### src/rtl/ros_pkg.sv
// Shared types and constants for the ray / sphere occlusion test.
`default_nettype none
package ros_pkg;

  // Field widths of the ray and configuration beats.
  localparam int unsigned CoordW  = 32;
  localparam int unsigned DirW    = 18;
  localparam int unsigned RadiusW = 31;
  localparam int unsigned CfgIdxW = 8;
  localparam int unsigned FracBits = 16;

  // The square root retires two result bits per pipeline stage.
  localparam int unsigned SqrtSteps     = 32;
  localparam int unsigned SqrtPerStage  = 2;
  localparam int unsigned SqrtStages    = SqrtSteps / SqrtPerStage;
  localparam int unsigned RadW          = 62;
  localparam int unsigned RootW         = 31;

  // Configuration register indexes.
  typedef enum logic [CfgIdxW-1:0] {
    CFG_CENTER_X = 8'd0,
    CFG_CENTER_Y = 8'd1,
    CFG_CENTER_Z = 8'd2,
    CFG_RADIUS   = 8'd3
  } cfg_idx_e;

endpackage
`default_nettype wire

### src/rtl/ros_isqrt.sv
// Pipelined integer square root, two result bits per stage, with sideband.
`default_nettype none
module ros_isqrt #(
  parameter int unsigned SideW = 8
) (
  input  wire logic                      clk_i,
  input  wire logic                      rst_ni,
  input  wire logic                      en_i,
  input  wire logic                      valid_i,
  input  wire logic [ros_pkg::RadW-1:0]  rad_i,
  input  wire logic [SideW-1:0]          side_i,
  output logic                           valid_o,
  output logic [ros_pkg::RootW-1:0]      root_o,
  output logic [SideW-1:0]               side_o
);

  localparam int unsigned Stages = ros_pkg::SqrtStages;

  logic [62:0]      n_q [Stages];
  logic [62:0]      r_q [Stages];
  logic [62:0]      n_d [Stages];
  logic [62:0]      r_d [Stages];
  logic [SideW-1:0] side_q [Stages];
  logic [Stages-1:0] valid_q;

  // Each stage runs two restoring steps on its own remainder and root.
  always_comb begin
    logic [62:0] nn;
    logic [62:0] rr;
    logic [62:0] b;
    for (int g = 0; g < Stages; g++) begin
      nn = (g == 0) ? {1'b0, rad_i} : n_q[(g == 0) ? 0 : g - 1];
      rr = (g == 0) ? 63'd0 : r_q[(g == 0) ? 0 : g - 1];
      for (int j = 0; j < ros_pkg::SqrtPerStage; j++) begin
        b = 63'd1 << (62 - 2 * (ros_pkg::SqrtPerStage * g + j));
        if (nn >= rr + b) begin
          nn = nn - (rr + b);
          rr = (rr >> 1) + b;
        end else begin
          rr = rr >> 1;
        end
      end
      n_d[g] = nn;
      r_d[g] = rr;
    end
  end

  // Stage registers for the arithmetic and the sideband.
  always_ff @(posedge clk_i) begin
    if (en_i) begin
      for (int g = 0; g < Stages; g++) begin
        n_q[g]    <= n_d[g];
        r_q[g]    <= r_d[g];
        side_q[g] <= (g == 0) ? side_i : side_q[(g == 0) ? 0 : g - 1];
      end
    end
  end

  // Valid bits travel with the data.
  always_ff @(posedge clk_i or negedge rst_ni) begin
    if (!rst_ni) begin
      valid_q <= '0;
    end else if (en_i) begin
      valid_q <= {valid_q[Stages-2:0], valid_i};
    end
  end

  assign valid_o = valid_q[Stages-1];
  assign root_o  = r_q[Stages-1][ros_pkg::RootW-1:0];
  assign side_o  = side_q[Stages-1];

endmodule
`default_nettype wire

### config.mk
export PLATFORM = sky130hd
export DESIGN_NAME = ros_isqrt
export DESIGN_NICKNAME = d
export VERILOG_FILES = /design/src/rtl/ros_pkg.sv /design/src/rtl/ros_isqrt.sv
export SDC_FILE = /design/constraint.sdc
export NUM_CORES = 2
export LEC_CHECK = 0
export ABC_AREA = 1
export BUFFER_PORTS_ARGS = -buffer_cell sky130_fd_sc_hd__clkbuf_2
export CAP_MARGIN = 20
export CELL_PAD_IN_SITES_DETAIL_PLACEMENT = 0
export CELL_PAD_IN_SITES_GLOBAL_PLACEMENT = 1
export CORE_UTILIZATION = 50
export DETAILED_ROUTE_END_ITERATION = 10
export GPL_ROUTABILITY_DRIVEN = 0
export PLACE_DENSITY_LB_ADDON = 0.2
export SLEW_MARGIN = 15
export SYNTH_ARGS = -nofsm -noshare
export SYNTH_HDL_FRONTEND = slang
export SYNTH_SLANG_ARGS = --single-unit
### constraint.sdc
create_clock -name clk_i -period 10.6 [get_ports clk_i]
set_clock_uncertainty 0.15 [all_clocks]
set_input_delay 0 -clock clk_i [delete_from_list [all_inputs] [get_ports clk_i]]
set_output_delay 0 -clock clk_i [all_outputs]
set_load 0.005 [all_outputs]
==> flow_metrics.env <==
export IMPL_floorplan_initialDensity=0.505
export IMPL_vias_per_cell=5.74
export IMPL_cts_sink_count=1345
export IMPL_synth_yosys_warnings=0
export IMPL_grt_first_pass_wirelength_um=568000
export IMPL_detail_route_iter0_violations=10800
export IMPL_core_area_um2=203000
export IMPL_root_buffer="sky130_fd_sc_hd__clkbuf_16"
export IMPL_number_of_antenna_violations_at_the_first_check_in_global_routing=11
export IMPL_die_area_um2=207000
export IMPL_max_ir_drop_vdd_mv=0.203
export IMPL_grt_setup_unrepaired="false"
export IMPL_finalCritPeriodShare=0.718
export IMPL_drc_errors=0
export IMPL_most_common_cell_after_layout_fill_and_taps_aside="sky130_fd_sc_hd__nand2_1"
export IMPL_flow_area_growth_from_synthesis_pct=9.91
export IMPL_grt_max_degree=201
export IMPL_critical_path_class="flip-flop to flip-flop"
export IMPL_synth_async_sr_flop_share=0.0119
export IMPL_detail_route_antenna_nets=0
export IMPL_grt_pass1_vias=93600
export IMPL_synth_area_leader_cell="sky130_fd_sc_hd__edfxtp_1"
export IMPL_timing_fmax_mhz=131
export IMPL_final_hold_viol_count=0
export IMPL_run_status="finished, final reports clean"
export IMPL_endpoint_kind="flip-flop"
export IMPL_detailed_place_hpwl_um=312000
export IMPL_port_buffers=113
export IMPL_postSynth_topFlopCell="sky130_fd_sc_hd__edfxtp_1"
export IMPL_floorplan_die_height_um=455
export IMPL_path_clk_slew_ns=0.06
export IMPL_placed_cells=16900
export IMPL_synth_area_per_cell_um2=7.22
export IMPL_max_slew_worst_pin_slew_ns=1.34
export IMPL_worst_setup_path_start_kind="flip-flop"
export IMPL_insertion_delay_ns=0.87
export IMPL_design_final_nets=15100
export IMPL_tritoncts="built"
export IMPL_synth_area_leaders="sky130_fd_sc_hd__edfxtp_1, sky130_fd_sc_hd__nand2_1, sky130_fd_sc_hd__inv_1"
export IMPL_period_needed_ns=7.61
export IMPL_hold_worst_slack_ns=0.0648
export IMPL_max_cap_viol_count=0
export IMPL_critical_path_max_fanout=52
export IMPL_cp_data_arrival_time_ns=7.94
export IMPL_synth_lib_cells_used_distinct=66
export IMPL_dr_total_vias=99400
export IMPL_mappedNetlistNets=14800
export IMPL_layout_drive_gt1_share=0.0414
export IMPL_setup_violations=0
export IMPL_ys_seq_elements=1345
export IMPL_max_clock_path_buffers=3
export IMPL_layout_cells_most_common_list="sky130_fd_sc_hd__nand2_1, sky130_fd_sc_hd__inv_1, sky130_fd_sc_hd__nor2_1, sky130_fd_sc_hd__edfxtp_1, sky130_fd_sc_hd__nand3_1"
export IMPL_worst_endpoint_required_ns=10.93
export IMPL_design_portCount=114
export IMPL_route_detailed_wl_per_inst_um=22.3
export IMPL_synth_top_cell_area_share=0.390
export IMPL_count_of_standard_cell_rows=165
export IMPL_gr_total_overflow=0
export IMPL_total_wirelength_of_the_detailed_routed_design_um=385000
export IMPL_synthCells=14200
export IMPL_chipWidth_um=455
export IMPL_cts_setup_buffers=0
export IMPL_seq_area_frac_synth=0.394
export IMPL_min_path_type="primary input to flip-flop"
export IMPL_fin_setup_tns_ns=0
export IMPL_powerDensity_nw_per_um2=238
export IMPL_p_leak_uw=0.0496
export IMPL_layoutNonFillerInstCount=17300
export IMPL_synth_area_um2=102000
export IMPL_design_power_total_uw=26700
export IMPL_grt_use_total=0.364
export IMPL_max_transition_margin=0.107
export IMPL_detail_route_first_pass_iterations=7
export IMPL_slew_limit_fails=0
export IMPL_cts_resized=0
export IMPL_cts_htree_levels=4
export IMPL_cts_made_buffers=154
export IMPL_synth_enable_flop_cells=1329
-- power breakdown --
group / switching (uW) / internal (uW) / total, uW / leakage [uW]
Combinational: 9200 / 3970 / 13200 / 0.0341
Clock: 2450 / 3170 / 5620 / 0.00252
Sequential: 917 / 7030 / 7950 / 0.0129
Total: 12600 / 14200 / 26700 / 0.0496
-- per-layer routing --
metal  track usage  vias to the layer above  share of wire
met2         0.603                     4937           0.46
met4         0.260                        6          0.084
met1         0.430                    46100           0.38
li1              -                    47200              -
met5             0                        -        0.00010
met3        0.0599                     1192          0.080
-- state kept, by name, indices dropped and copies added (netlist names) --
name and cells:
side_q 128, r_q 256, valid_q 16, n_q 945
-- Yosys cell counts, drive strengths merged (4+ instances only) --
cell     instances
nor3b           11
clkbuf          44
o31ai            4
a31o             9
xnor2          271
nand3          962
o211ai          14
and2            18
buf             96
a21oi          723
edfxtp        1329
nand4          291
nor4b            4
o21ai          697
o21a            42
dfrtp           16
or2             33
a21o            29
ha             525
nand3b          60
xor2           247
a211oi          11
inv           2174
and3            12
nor2          1870
clkinv           5
nand2         4171
a21boi          18
a31oi           62
o21bai          51
o2111ai          5
nor3           238
nor4           129
-- layout make-up --
cell class / instances / area [um^2]
Clock inverter: 103 / 1270
Fill cell: 19300 / 90200
Antenna cell: 9 / 22.5
Clock buffer: 184 / 4030
Multi-Input combinational cell: 10500 / 53000
Sequential cell: 1345 / 40300
Timing Repair Buffer: 289 / 2350
Tap cell: 2672 / 3340
Inverter: 2179 / 8190
-- critical path, stage by stage, from the launching register on --
cell and delay, ns:
sky130_fd_sc_hd__edfxtp_1 0.67, sky130_fd_sc_hd__inv_1 0.20, sky130_fd_sc_hd__ha_1 0.38, sky130_fd_sc_hd__nand2_1 0.12, sky130_fd_sc_hd__nor2_1 0.30, sky130_fd_sc_hd__nand2_1 0.22
sky130_fd_sc_hd__nor2_1 0.15, sky130_fd_sc_hd__nand2_1 0.06, sky130_fd_sc_hd__nand3_1 0.21, sky130_fd_sc_hd__nand2_1 0.11, sky130_fd_sc_hd__nand3_2 0.08, sky130_fd_sc_hd__clkinv_1 0.11
sky130_fd_sc_hd__buf_4 0.29, sky130_fd_sc_hd__o21ai_0 0.39, sky130_fd_sc_hd__ha_1 0.37, sky130_fd_sc_hd__a21oi_1 0.15, sky130_fd_sc_hd__inv_1 0.07, sky130_fd_sc_hd__a21oi_1 0.20
sky130_fd_sc_hd__o21a_1 0.19, sky130_fd_sc_hd__o221a_2 0.18, sky130_fd_sc_hd__nand2_1 0.11, sky130_fd_sc_hd__nand2_1 0.16, sky130_fd_sc_hd__nand3_1 0.10, sky130_fd_sc_hd__nor2_1 0.28
sky130_fd_sc_hd__nand2_2 0.56, sky130_fd_sc_hd__inv_2 0.93, sky130_fd_sc_hd__o21ai_1 0.40
-- stage by stage --
step	cell area, um^2	utilization	worst slack [ns]
global route	113000	0.555	2.81
finish	113000	0.555	2.99
global placement	106000	0.521	3.28
floorplan	102000	-	5.84
CTS	112000	0.555	3.24
detailed placement	106000	0.521	3.23
-- final timing paths --
check	slack, ns	to	cells past startpoint	start
setup / recovery	2.99	n_q[1][334]$_DFFE_PP_	26	r_q[1][281]$_DFFE_PP_
hold / removal	0.06	n_q[0][61]$_DFFE_PP_	5	rad_i[60]
setup reg to reg	2.99	n_q[1][334]$_DFFE_PP_	26	r_q[1][281]$_DFFE_PP_
hold reg to reg	0.26	r_q[1][288]$_DFFE_PP_	0	r_q[1][227]$_DFFE_PP_
max in group asynchronous	9.63	valid_q[3]$_DFFE_PN0P_	3	rst_ni
min in group asynchronous	0.16	valid_q[0]$_DFFE_PN0P_	3	rst_ni
-- kinds of logic (layout without fill, tap and decap cells) --
| kind of cell | Yosys count | after routing | synth area share |
|---|---|---|---|
| AND/OR/NAND/NOR | 7809 | 7809 | 0.320 |
| buffers and inverters | 2319 | 2755 | 0.0886 |
| AO/OA/AOI/OAI | 1672 | 1672 | 0.0890 |
| flip-flops | 1345 | 1345 | 0.394 |
| adder cells (fa/ha/maj) | 525 | 525 | 0.0642 |
| XOR/XNOR | 518 | 518 | 0.0443 |
| multiplexers | 2 | 2 | 0.000220 |
| other | 0 | 9 | 0 |
-- what timing repair did --
item | 4_1_cts | 5_1_grt
hold buffers | 146 | 0
setup endpoints to repair | 0 | 0
endpoints found under the hold margin | 238 | 0
Power figures use the tool's default switching activity.
